### src/line_message_tokenizer_defines.svh
// Assertion helpers shared by the tokenizer RTL.
`ifndef LINE_MESSAGE_TOKENIZER_DEFINES_SVH
`define LINE_MESSAGE_TOKENIZER_DEFINES_SVH

// Same-cycle implication, checked out of reset
`define LMT_ASSERT_NOW(lbl, clk, rst_n, ante, cons) \
    lbl: assert property (@(posedge clk) disable iff (!rst_n) (ante) |-> (cons)) \
        else $error("tokenizer check failed");

// Next-cycle implication, checked out of reset
`define LMT_ASSERT_NEXT(lbl, clk, rst_n, ante, cons) \
    lbl: assert property (@(posedge clk) disable iff (!rst_n) (ante) |=> (cons)) \
        else $error("tokenizer check failed");

`endif

### src/lmt_pkg.sv
`default_nettype none

package lmt_pkg;

    // prefix storage limit, in characters
    localparam int MAX_PREFIX = 8;

    // result queue
    localparam int Q_DEPTH = 4;
    localparam int Q_AW    = $clog2(Q_DEPTH);

    // configuration register indexes
    localparam logic [1:0] CFG_PREFIX_BYTES = 2'd0;
    localparam logic [1:0] CFG_PREFIX_COUNT = 2'd1;

    // characters with a special meaning
    localparam logic [7:0] CH_NL     = 8'h0A;
    localparam logic [7:0] CH_CR     = 8'h0D;
    localparam logic [7:0] CH_SPACE  = 8'h20;
    localparam logic [7:0] CH_QUOTE  = 8'h22;
    localparam logic [7:0] CH_BSLASH = 8'h5C;
    localparam logic [7:0] CH_EQ     = 8'h3D;
    localparam logic [7:0] CH_LOW_N  = 8'h6E;
    localparam logic [7:0] CH_DOT    = 8'h2E;
    localparam logic [7:0] CH_USCORE = 8'h5F;
    localparam logic [7:0] CASE_GAP  = 8'h20;

    // message kinds
    localparam logic [2:0] KIND_NONE = 3'd7;
    localparam logic [2:0] KIND_MAX  = 3'd4;

    typedef enum logic [2:0] {
        EV_TOK      = 3'd0,
        EV_VAL      = 3'd1,
        EV_ARG_END  = 3'd2,
        EV_KEY_END  = 3'd3,
        EV_PAIR_END = 3'd4,
        EV_START    = 3'd5,
        EV_END      = 3'd6,
        EV_ABORT    = 3'd7
    } t_event;

    typedef enum logic [12:0] {
        ST_PREFIX      = 13'b0_0000_0000_0001,
        ST_TYPE        = 13'b0_0000_0000_0010,
        ST_PASS        = 13'b0_0000_0000_0100,
        ST_SPACE_EXPCT = 13'b0_0000_0000_1000,
        ST_SPACE       = 13'b0_0000_0001_0000,
        ST_UKEY        = 13'b0_0000_0010_0000,
        ST_UVAL        = 13'b0_0000_0100_0000,
        ST_UKEY_ESC    = 13'b0_0000_1000_0000,
        ST_UVAL_ESC    = 13'b0_0001_0000_0000,
        ST_QKEY        = 13'b0_0010_0000_0000,
        ST_QVAL        = 13'b0_0100_0000_0000,
        ST_QKEY_ESC    = 13'b0_1000_0000_0000,
        ST_QVAL_ESC    = 13'b1_0000_0000_0000
    } t_mode;

    typedef struct packed {
        t_event     ev;
        logic [7:0] data;
        logic [2:0] kind;
        logic       last;
    } t_result;

    // keyword table: hello, initialize, state, status, frame, quit
    localparam int KW_NUM = 6;
    localparam int KW_MAXLEN = 10;

    localparam logic [7:0] KW_TEXT [0:KW_NUM-1][0:KW_MAXLEN-1] = '{
        '{"h", "e", "l", "l", "o", 8'h00, 8'h00, 8'h00, 8'h00, 8'h00},
        '{"i", "n", "i", "t", "i", "a", "l", "i", "z", "e"},
        '{"s", "t", "a", "t", "e", 8'h00, 8'h00, 8'h00, 8'h00, 8'h00},
        '{"s", "t", "a", "t", "u", "s", 8'h00, 8'h00, 8'h00, 8'h00},
        '{"f", "r", "a", "m", "e", 8'h00, 8'h00, 8'h00, 8'h00, 8'h00},
        '{"q", "u", "i", "t", 8'h00, 8'h00, 8'h00, 8'h00, 8'h00, 8'h00}
    };
    localparam logic [3:0] KW_LEN  [0:KW_NUM-1] = '{4'd5, 4'd10, 4'd5, 4'd6, 4'd5, 4'd4};
    localparam logic [2:0] KW_KIND [0:KW_NUM-1] = '{3'd0, 3'd1, 3'd2, 3'd2, 3'd3, 3'd4};

    function automatic logic is_alnum(input logic [7:0] c);
        return (c inside {["0":"9"], ["A":"Z"], ["a":"z"]});
    endfunction

    function automatic logic key_char_ok(input logic [7:0] c);
        return is_alnum(c) || (c == CH_DOT) || (c == CH_USCORE);
    endfunction

    function automatic logic [7:0] to_lower(input logic [7:0] c);
        return (c inside {["A":"Z"]}) ? c + CASE_GAP : c;
    endfunction

endpackage

`default_nettype wire

### src/line_message_tokenizer.sv
// line_message_tokenizer: streaming tokenizer for newline-ended text messages.
// Input channel (i_valid/o_ready) takes one character a beat in i_in_byte, or
// a stream-closed marker when i_stream_end is set. Output channel
// (o_valid/i_ready) delivers one event a beat; o_last flags the final event
// caused by an input beat. Most beats cause zero or one event; a known keyword
// ended by newline, or an unquoted key or value ended by newline or stream
// end, causes two. Configuration channel (i_cfg_valid/o_cfg_ready) writes the
// prefix text (index 0) and prefix length (index 1); it is always ready. The
// user must write it only while the tokenizer is idle; the block does not
// enforce this. Events are registered into the result queue when their input
// beat is accepted and presented from its head. Throughput: one input beat per
// cycle while o_ready is high. All parsing is done by the decode logic in the
// accept cycle; events land in a four-entry result queue. Input ready drops
// when fewer than two queue slots are free, so a stalled receiver backs the
// input up after at most three beats that cause events, and a two-event beat
// fills two queue slots. Reset: parser returns to prefix matching, the queue
// empties and the prefix registers clear (empty prefix).
`default_nettype none
`include "line_message_tokenizer_defines.svh"

module line_message_tokenizer
    import lmt_pkg::*;
(
    input  wire logic        i_clk,
    input  wire logic        i_rst_n,
    // input characters
    input  wire logic        i_valid,
    output logic             o_ready,
    input  wire logic [7:0]  i_in_byte,
    input  wire logic        i_stream_end,
    // events
    output logic             o_valid,
    input  wire logic        i_ready,
    output logic [2:0]       o_event_res,
    output logic [7:0]       o_out_byte,
    output logic [2:0]       o_msg_kind,
    output logic             o_last,
    // configuration writes
    input  wire logic        i_cfg_valid,
    output logic             o_cfg_ready,
    input  wire logic [1:0]  i_cfg_index,
    input  wire logic [63:0] i_cfg_data
);

    // configuration
    logic [63:0] r_prefix_bytes;
    logic [3:0]  r_prefix_count;

    // parser state
    t_mode       r_mode,     n_mode;
    logic [3:0]  r_pidx,     n_pidx;
    logic [5:0]  r_cand,     n_cand;
    logic [3:0]  r_klen,     n_klen;
    logic [2:0]  r_open,     n_open;
    logic        r_key_ok,   n_key_ok;

    // result queue
    t_result          r_q [0:Q_DEPTH-1];
    logic [Q_AW-1:0]  r_wr_ptr, r_rd_ptr;
    logic [Q_AW:0]    r_count,  n_count;

    // decode signals
    logic            in_acc, out_acc;
    logic [3:0]      cnt_eff;
    logic [7:0]      c, lc, esc_c, pb;
    logic            do_type;
    logic [5:0]      t_cand;
    logic [3:0]      t_klen;
    logic [2:0]      hit_kind;
    logic [1:0]      res_cnt;
    t_result         res0, res1;

    assign in_acc      = i_valid && o_ready;
    assign out_acc     = o_valid && i_ready;
    assign o_cfg_ready = 1'b1;

    // config register writes
    always_ff @(posedge i_clk) begin
        if (!i_rst_n) begin
            r_prefix_bytes <= '0;
            r_prefix_count <= '0;
        end else if (i_cfg_valid && o_cfg_ready) begin
            case (i_cfg_index)
                CFG_PREFIX_BYTES: r_prefix_bytes <= i_cfg_data;
                CFG_PREFIX_COUNT: r_prefix_count <= i_cfg_data[3:0];
                default: ;
            endcase
        end
    end

    // effective prefix length and current prefix character
    assign cnt_eff = (r_prefix_count > 4'(MAX_PREFIX)) ? 4'(MAX_PREFIX) : r_prefix_count;
    assign pb      = r_prefix_bytes[8*r_pidx[2:0] +: 8];
    assign c       = i_in_byte;
    assign lc      = to_lower(c);
    assign esc_c   = (c == CH_LOW_N) ? CH_NL : c;

    // keyword tracking restarts when the keyword begins in this beat
    assign t_cand = (r_mode == ST_PREFIX) ? 6'h3F : r_cand;
    assign t_klen = (r_mode == ST_PREFIX) ? 4'd0  : r_klen;

    // first full keyword match, table order
    always_comb begin
        hit_kind = KIND_NONE;
        for (int i = KW_NUM - 1; i >= 0; i--) begin
            if (t_cand[i] && (KW_LEN[i] == t_klen)) begin
                hit_kind = KW_KIND[i];
            end
        end
    end

    // parser next state and events for one beat
    always_comb begin
        n_mode   = r_mode;
        n_pidx   = r_pidx;
        n_cand   = r_cand;
        n_klen   = r_klen;
        n_open   = r_open;
        n_key_ok = r_key_ok;
        do_type  = 1'b0;
        res_cnt  = 2'd0;
        res0     = '{ev: EV_TOK, data: 8'h00, kind: 3'd0, last: 1'b0};
        res1     = '{ev: EV_TOK, data: 8'h00, kind: 3'd0, last: 1'b1};

        if (i_stream_end) begin
            // stream closed: end or abort whatever message is open
            if (r_open != KIND_NONE) begin
                case (r_mode)
                    ST_UKEY: begin
                        res_cnt = 2'd2;
                        res0.ev = EV_ARG_END;
                        res1.ev = EV_END;
                    end
                    ST_UVAL: begin
                        res_cnt = 2'd2;
                        res0.ev = EV_PAIR_END;
                        res1.ev = EV_END;
                    end
                    ST_UKEY_ESC, ST_UVAL_ESC, ST_QKEY_ESC, ST_QVAL_ESC: begin
                        res_cnt = 2'd1;
                        res0.ev = EV_ABORT;
                    end
                    default: begin
                        res_cnt = 2'd1;
                        res0.ev = EV_END;
                    end
                endcase
            end
            n_mode = ST_PREFIX;
            n_pidx = 4'd0;
            n_open = KIND_NONE;
        end else begin
            case (r_mode)
                ST_PREFIX: begin
                    if (r_pidx < cnt_eff) begin
                        if (c == pb) begin
                            n_pidx = r_pidx + 4'd1;
                            if (r_pidx + 4'd1 >= cnt_eff) begin
                                n_mode = ST_TYPE;
                                n_cand = 6'h3F;
                                n_klen = 4'd0;
                            end
                        end else if (c == CH_NL) begin
                            n_pidx = 4'd0;
                            n_open = KIND_NONE;
                        end else begin
                            n_mode = ST_PASS;
                        end
                    end else begin
                        do_type = 1'b1;
                    end
                end
                ST_TYPE: do_type = 1'b1;
                ST_PASS: begin
                    if (c == CH_NL) begin
                        n_mode = ST_PREFIX;
                        n_pidx = 4'd0;
                        n_open = KIND_NONE;
                    end
                end
                ST_SPACE_EXPCT: begin
                    if (c == CH_SPACE) begin
                        n_mode = ST_SPACE;
                    end else if (c == CH_NL) begin
                        res_cnt = 2'd1;
                        res0.ev = EV_END;
                        n_mode  = ST_PREFIX;
                        n_pidx  = 4'd0;
                        n_open  = KIND_NONE;
                    end else begin
                        res_cnt = 2'd1;
                        res0.ev = EV_ABORT;
                        n_mode  = ST_PASS;
                        n_open  = KIND_NONE;
                    end
                end
                ST_SPACE: begin
                    if (c == CH_SPACE || c == CH_CR) begin
                        n_mode = ST_SPACE;
                    end else if (c == CH_NL) begin
                        res_cnt = 2'd1;
                        res0.ev = EV_END;
                        n_mode  = ST_PREFIX;
                        n_pidx  = 4'd0;
                        n_open  = KIND_NONE;
                    end else if (c == CH_QUOTE) begin
                        n_mode   = ST_QKEY;
                        n_key_ok = 1'b1;
                    end else begin
                        // first byte of an unquoted token is always literal
                        n_mode    = ST_UKEY;
                        n_key_ok  = key_char_ok(c);
                        res_cnt   = 2'd1;
                        res0.ev   = EV_TOK;
                        res0.data = c;
                    end
                end
                ST_UKEY, ST_QKEY: begin
                    if (c == CH_BSLASH) begin
                        n_mode = (r_mode == ST_UKEY) ? ST_UKEY_ESC : ST_QKEY_ESC;
                    end else if (c == CH_EQ) begin
                        res_cnt = 2'd1;
                        if (r_key_ok) begin
                            res0.ev = EV_KEY_END;
                            n_mode  = (r_mode == ST_UKEY) ? ST_UVAL : ST_QVAL;
                        end else begin
                            res0.ev = EV_ABORT;
                            n_mode  = ST_PASS;
                            n_open  = KIND_NONE;
                        end
                    end else if (r_mode == ST_QKEY && c == CH_QUOTE) begin
                        res_cnt = 2'd1;
                        res0.ev = EV_ARG_END;
                        n_mode  = ST_SPACE_EXPCT;
                    end else if (r_mode == ST_UKEY && c == CH_SPACE) begin
                        res_cnt = 2'd1;
                        res0.ev = EV_ARG_END;
                        n_mode  = ST_SPACE;
                    end else if (r_mode == ST_UKEY && c == CH_NL) begin
                        res_cnt = 2'd2;
                        res0.ev = EV_ARG_END;
                        res1.ev = EV_END;
                        n_mode  = ST_PREFIX;
                        n_pidx  = 4'd0;
                        n_open  = KIND_NONE;
                    end else begin
                        n_key_ok  = r_key_ok & key_char_ok(c);
                        res_cnt   = 2'd1;
                        res0.ev   = EV_TOK;
                        res0.data = c;
                    end
                end
                ST_UVAL: begin
                    if (c == CH_BSLASH) begin
                        n_mode = ST_UVAL_ESC;
                    end else if (c == CH_SPACE) begin
                        res_cnt = 2'd1;
                        res0.ev = EV_PAIR_END;
                        n_mode  = ST_SPACE;
                    end else if (c == CH_NL) begin
                        res_cnt = 2'd2;
                        res0.ev = EV_PAIR_END;
                        res1.ev = EV_END;
                        n_mode  = ST_PREFIX;
                        n_pidx  = 4'd0;
                        n_open  = KIND_NONE;
                    end else begin
                        res_cnt   = 2'd1;
                        res0.ev   = EV_VAL;
                        res0.data = c;
                    end
                end
                ST_QVAL: begin
                    if (c == CH_BSLASH) begin
                        n_mode = ST_QVAL_ESC;
                    end else if (c == CH_QUOTE) begin
                        res_cnt = 2'd1;
                        res0.ev = EV_PAIR_END;
                        n_mode  = ST_SPACE_EXPCT;
                    end else begin
                        res_cnt   = 2'd1;
                        res0.ev   = EV_VAL;
                        res0.data = c;
                    end
                end
                ST_UKEY_ESC, ST_QKEY_ESC: begin
                    res_cnt = 2'd1;
                    if (c == CH_NL) begin
                        res0.ev = EV_ABORT;
                        n_mode  = ST_PASS;
                        n_open  = KIND_NONE;
                    end else begin
                        n_key_ok  = r_key_ok & key_char_ok(esc_c);
                        res0.ev   = EV_TOK;
                        res0.data = esc_c;
                        n_mode    = (r_mode == ST_UKEY_ESC) ? ST_UKEY : ST_QKEY;
                    end
                end
                ST_UVAL_ESC, ST_QVAL_ESC: begin
                    res_cnt = 2'd1;
                    if (c == CH_NL) begin
                        res0.ev = EV_ABORT;
                        n_mode  = ST_PASS;
                        n_open  = KIND_NONE;
                    end else begin
                        res0.ev   = EV_VAL;
                        res0.data = esc_c;
                        n_mode    = (r_mode == ST_UVAL_ESC) ? ST_UVAL : ST_QVAL;
                    end
                end
                default: begin
                    n_mode = ST_PREFIX;
                    n_pidx = 4'd0;
                    n_open = KIND_NONE;
                end
            endcase

            // keyword character or keyword terminator
            if (do_type) begin
                n_mode = ST_TYPE;
                n_cand = t_cand;
                n_klen = t_klen;
                if (is_alnum(c)) begin
                    for (int i = 0; i < KW_NUM; i++) begin
                        if (t_klen >= KW_LEN[i]) begin
                            n_cand[i] = 1'b0;
                        end else if (KW_TEXT[i][t_klen] != lc) begin
                            n_cand[i] = 1'b0;
                        end
                    end
                    if (t_klen != 4'hF) begin
                        n_klen = t_klen + 4'd1;
                    end
                end else if (c != CH_SPACE && c != CH_NL) begin
                    n_mode = ST_PASS;
                end else if (hit_kind == KIND_NONE) begin
                    if (c == CH_SPACE) begin
                        n_mode = ST_PASS;
                    end else begin
                        n_mode = ST_PREFIX;
                        n_pidx = 4'd0;
                        n_open = KIND_NONE;
                    end
                end else begin
                    res0.ev   = EV_START;
                    res0.kind = hit_kind;
                    if (c == CH_SPACE) begin
                        res_cnt = 2'd1;
                        n_mode  = ST_SPACE;
                        n_open  = hit_kind;
                    end else begin
                        res_cnt = 2'd2;
                        res1.ev = EV_END;
                        n_mode  = ST_PREFIX;
                        n_pidx  = 4'd0;
                        n_open  = KIND_NONE;
                    end
                end
            end
        end

        res0.last = (res_cnt == 2'd1);
    end

    // parser state registers
    always_ff @(posedge i_clk) begin
        if (!i_rst_n) begin
            r_mode   <= ST_PREFIX;
            r_pidx   <= 4'd0;
            r_cand   <= 6'h3F;
            r_klen   <= 4'd0;
            r_open   <= KIND_NONE;
            r_key_ok <= 1'b1;
        end else if (in_acc) begin
            r_mode   <= n_mode;
            r_pidx   <= n_pidx;
            r_cand   <= n_cand;
            r_klen   <= n_klen;
            r_open   <= n_open;
            r_key_ok <= n_key_ok;
        end
    end

    // result queue: up to two pushes per beat, one pop
    always_comb begin
        n_count = r_count - {{Q_AW{1'b0}}, out_acc};
        if (in_acc) begin
            n_count = n_count + {{(Q_AW-1){1'b0}}, res_cnt};
        end
    end

    always_ff @(posedge i_clk) begin
        if (!i_rst_n) begin
            r_wr_ptr <= '0;
            r_rd_ptr <= '0;
            r_count  <= '0;
        end else begin
            r_count <= n_count;
            if (out_acc) begin
                r_rd_ptr <= r_rd_ptr + Q_AW'(1);
            end
            if (in_acc) begin
                r_wr_ptr <= r_wr_ptr + Q_AW'(res_cnt);
            end
        end
    end

    // queue payload, no reset
    always_ff @(posedge i_clk) begin
        if (in_acc && res_cnt != 2'd0) begin
            r_q[r_wr_ptr] <= res0;
        end
        if (in_acc && res_cnt == 2'd2) begin
            r_q[r_wr_ptr + Q_AW'(1)] <= res1;
        end
    end

    // handshakes and output fields
    assign o_ready     = (r_count <= (Q_AW+1)'(Q_DEPTH - 2));
    assign o_valid     = (r_count != '0);
    assign o_event_res = r_q[r_rd_ptr].ev;
    assign o_out_byte  = r_q[r_rd_ptr].data;
    assign o_msg_kind  = r_q[r_rd_ptr].kind;
    assign o_last      = r_q[r_rd_ptr].last;

    // checks
    `LMT_ASSERT_NOW(a_q_bound, i_clk, i_rst_n, 1'b1, r_count <= (Q_AW+1)'(Q_DEPTH))
    `LMT_ASSERT_NOW(a_pair_last, i_clk, i_rst_n, in_acc && res_cnt == 2'd2, !res0.last && res1.last)
    `LMT_ASSERT_NOW(a_prefix_closed, i_clk, i_rst_n, r_mode == ST_PREFIX, r_open == KIND_NONE)
    `LMT_ASSERT_NEXT(a_push_shows, i_clk, i_rst_n, in_acc && res_cnt != 2'd0, o_valid)
    `LMT_ASSERT_NOW(a_start_kind, i_clk, i_rst_n, o_valid && o_event_res == EV_START, o_msg_kind <= KIND_MAX)

endmodule

`default_nettype wire
### config.mk
export PLATFORM = sky130hd
export DESIGN_NAME = line_message_tokenizer
export DESIGN_NICKNAME = d
export VERILOG_FILES = /design/src/lmt_pkg.sv /design/src/line_message_tokenizer.sv
export VERILOG_INCLUDE_DIRS = /design/src /design/src/src
export SDC_FILE = /design/constraint.sdc
export NUM_CORES = 1
export LEC_CHECK = 0
export ABC_CLOCK_PERIOD_IN_PS = 5310
export BUFFER_PORTS_ARGS = -buffer_cell sky130_fd_sc_hd__buf_2
export CAP_MARGIN = 20
export CORE_MARGIN = 3
export CORE_UTILIZATION = 57
export DETAILED_ROUTE_END_ITERATION = 12
export GPL_ROUTABILITY_DRIVEN = 0
export PLACE_DENSITY = 0.77
export REMOVE_ABC_BUFFERS = 1
export SLEW_MARGIN = 15
export SYNTH_ARGS = -nofsm -noshare
export SYNTH_HDL_FRONTEND = slang
export SYNTH_SLANG_ARGS = --single-unit
### constraint.sdc
create_clock -name i_clk -period 5.31 [get_ports i_clk]
set_clock_uncertainty 0.1 [all_clocks]
set_input_delay 0.531 -clock i_clk [delete_from_list [all_inputs] [get_ports i_clk]]
set_output_delay 0.531 -clock i_clk [all_outputs]
set_load 0.005 [all_outputs]
==> results.py <==
metrics = {
    "cells_and_area": {
        "layout_common_cells": "nand2_1 (238), dfxtp_1 (159), a21oi_1 (106)",
        "drive_gt1_frac": 0.147,
        "final_common_cell": "nand2_1",
        "final_nets": 1468,
        "final_cells": 1606,
        "diodes": 0,
        "area_growth_pct": 10.2,
    },
    "drt": {
        "drtIter0Drc": 1060,
        "drtPass1Iterations": 7,
        "via_per_inst": 6.43,
        "route.detailed.drc": 0,
        "wl_per_cell_microns": 18.6,
        "ant_nets": 0,
        "detail_route.wirelength_mm": 29.8,
        "vias": 10300,
    },
    "run_status": {
        "status": "finished clean",
    },
    "timing": {
        "fin_tns_setup_ns": 0,
        "fmax_mhz": 213,
        "maxSlewHeadroom": 0.393,
        "worst_pin_slew_ns": 0.904,
        "maxSlewViolCount": 0,
        "hold_viol": 0,
        "fin_crit_sh": 0.885,
        "setup_viol": 0,
        "finalCriticalPeriod_ns": 4.70,
        "rsz0062_at_grt": "no",
    },
    "synth": {
        "seq_area_frac_synth": 0.326,
        "synth.avg_cell_area_sq_um": 7.99,
        "async_flop_share": 0,
        "synth_enable_flop_cells": 8,
        "ys.warnings.count": 0,
        "syn_area_sq_um": 10600,
        "synthCells": 1323,
        "synth-seq-cells": 168,
        "synth_cell_types": 82,
        "synth_flop_cell": "dfxtp_1",
    },
    "critical_path": {
        "start_kind": "flop",
        "arrival_ns": 4.94,
        "worst-setup-path-type": "reg -> reg",
        "cp_data_required_time_ns": 5.55,
        "worst_setup_path_end_kind": "flop",
        "crit_fanout": 15,
    },
    "floorplan": {
        "fp.dieH_microns": 142,
        "core_area_sq_um": 18100,
        "ioPinCount": 98,
        "floorplan.die_area_sq_um": 20200,
        "rows": 49,
        "die_x_microns": 142,
        "initial_core_util": 0.585,
    },
    "grt": {
        "grt_usage": 0.294,
        "grt_pass1_wl_mm": 48.7,
        "grt_pass1_vias": 9664,
        "grt_remaining_overflow": 0,
        "grt_antenna_before_repair": 1,
        "grt_start_max_net_pins": 82,
    },
    "clocking": {
        "clock_latency_ns": 0.43,
        "cts.clk_slew.worst_paths_ns": 0.07,
        "cts_made_buffers": 17,
        "h-tree-depth": 4,
        "ctsHoldBuffers": 0,
        "cts.sinks": 168,
        "cts_root_buf": "clkbuf_16",
        "ctsResizeCount": 0,
        "post_cts_buffers": 0,
        "clockBufferDepth": 2,
        "cts_tree": "yes",
    },
    "power": {
        "power_density_nw_per_um2": 280,
        "p_leak_nw": 4.52,
        "irDropWorstVdd_v": 0.000200,
    },
    "place": {
        "post-dp-hpwl_mm": 21.0,
        "io_buffer_count": 96,
        "placedCellCount": 1573,
    },
    "min_path": {
        "hold_class": "in -> reg",
    },
    "flow_run": {
        "maxCapViolCount": 0,
    },
}
-- cell usage after synthesis, types with 7 or more instances --
cell	number	area, sq um
buf_2	10	50.1
ha_1	23	288
or3_1	9	56.3
mux4_2	21	473
o21ai_0	41	205
o32ai_1	12	105
o31ai_1	7	52.6
a31oi_1	13	81.3
nand2_1	238	893
and2_1	12	75.1
nor4_1	8	50.1
nor3_1	38	190
nor2_1	104	390
a211oi_1	7	52.6
xor2_1	12	105
mux2i_1	77	771
clkbuf_1	71	267
nand4_1	18	113
nand2b_1	8	50.1
inv_1	33	124
and3_1	13	81.3
a21o_1	12	90.1
o211ai_1	8	60.1
a22oi_1	10	75.1
xnor2_1	16	140
o22ai_1	7	43.8
nor4b_1	8	70.1
edfxtp_1	8	240
and4_1	10	87.6
nor2b_1	13	81.3
a21oi_1	106	531
nand3_1	59	295
dfxtp_1	160	3200
-- power breakdown --
group	switching [mW]	internal [mW]
clock network	0.551	0.660
registers	0.0612	1.32
logic	0.409	0.268
-- final cells by class --
type                            count  area (sq um)
Sequential cell                   168          3440
Multi-Input combinational cell   1024          6580
Clock buffer                       18           429
Inverter                           35           131
Tap cell                          229           287
Fill cell                        1564          6430
Clock inverter                     14           139
Timing Repair Buffer              118           653
-- layer usage --
metal	GRT usage	routed length (microns)
met5	0	7
met2	0.460	13500
met1	0.392	12300
met4	0.120	1090
met3	0.0699	2940
-- through the flow --
stage	total power [mW]	cell area [sq um]	utilization	setup slack, ns	hold slack [ns]
final	3.26	11700	0.645	0.612	0.225
after global routing	3.41	11700	0.645	0.300	0.229
after CTS	3.25	11600	0.644	0.723	0.214
after detailed placement	2.05	11100	0.612	0.724	0.343
after global placement	2.04	11100	0.612	1.02	0.336
after floorplan	1.82	10100	-	0.505	0.327
-- worst paths after layout --
check                startpoint                 end  slack (ns)  depth (start not counted)
max                   r_mode[2]          r_q[0][12]        0.61                         14
min              i_cfg_data[17]  r_prefix_bytes[17]        0.23                          3
max reg2reg           r_mode[2]          r_q[0][12]        0.61                         14
min reg2reg  r_prefix_bytes[32]  r_prefix_bytes[32]        0.35                          2
-- sequential cells by signal, indices dropped and copies added (netlist names), named ones only --
name            count
r_cand              6
r_count             3
r_key_ok            1
r_klen              4
r_mode             13
r_open              3
r_pidx              4
r_prefix_bytes     64
r_prefix_count      4
r_q                60
r_rd_ptr            2
r_wr_ptr            2
-- logic make-up after synthesis --
family,count (synthesis),synth area share
multiplexers,99,0.119
flip-flops,168,0.326
AO/OA/AOI/OAI,292,0.186
other,1,0.000355
XOR/XNOR,28,0.0232
buffers and inverters,131,0.0537
AND/OR/NAND/NOR,580,0.264
adder cells (fa/ha/maj),24,0.0291
-- worst max-delay path, cell delays in order (launching register included) --
cell	delay (ns)
dfxtp_1	0.39
nor4_2	0.62
nand4_1	0.38
nand2_1	0.31
inv_1	0.14
ha_1	0.32
nand2b_1	0.19
o22ai_1	0.17
a21oi_1	0.44
o32ai_1	0.15
a22oi_1	0.34
a31o_1	0.63
buf_4	0.25
nand3_1	0.07
o21ai_0	0.11
Power figures use the tool's default switching activity.
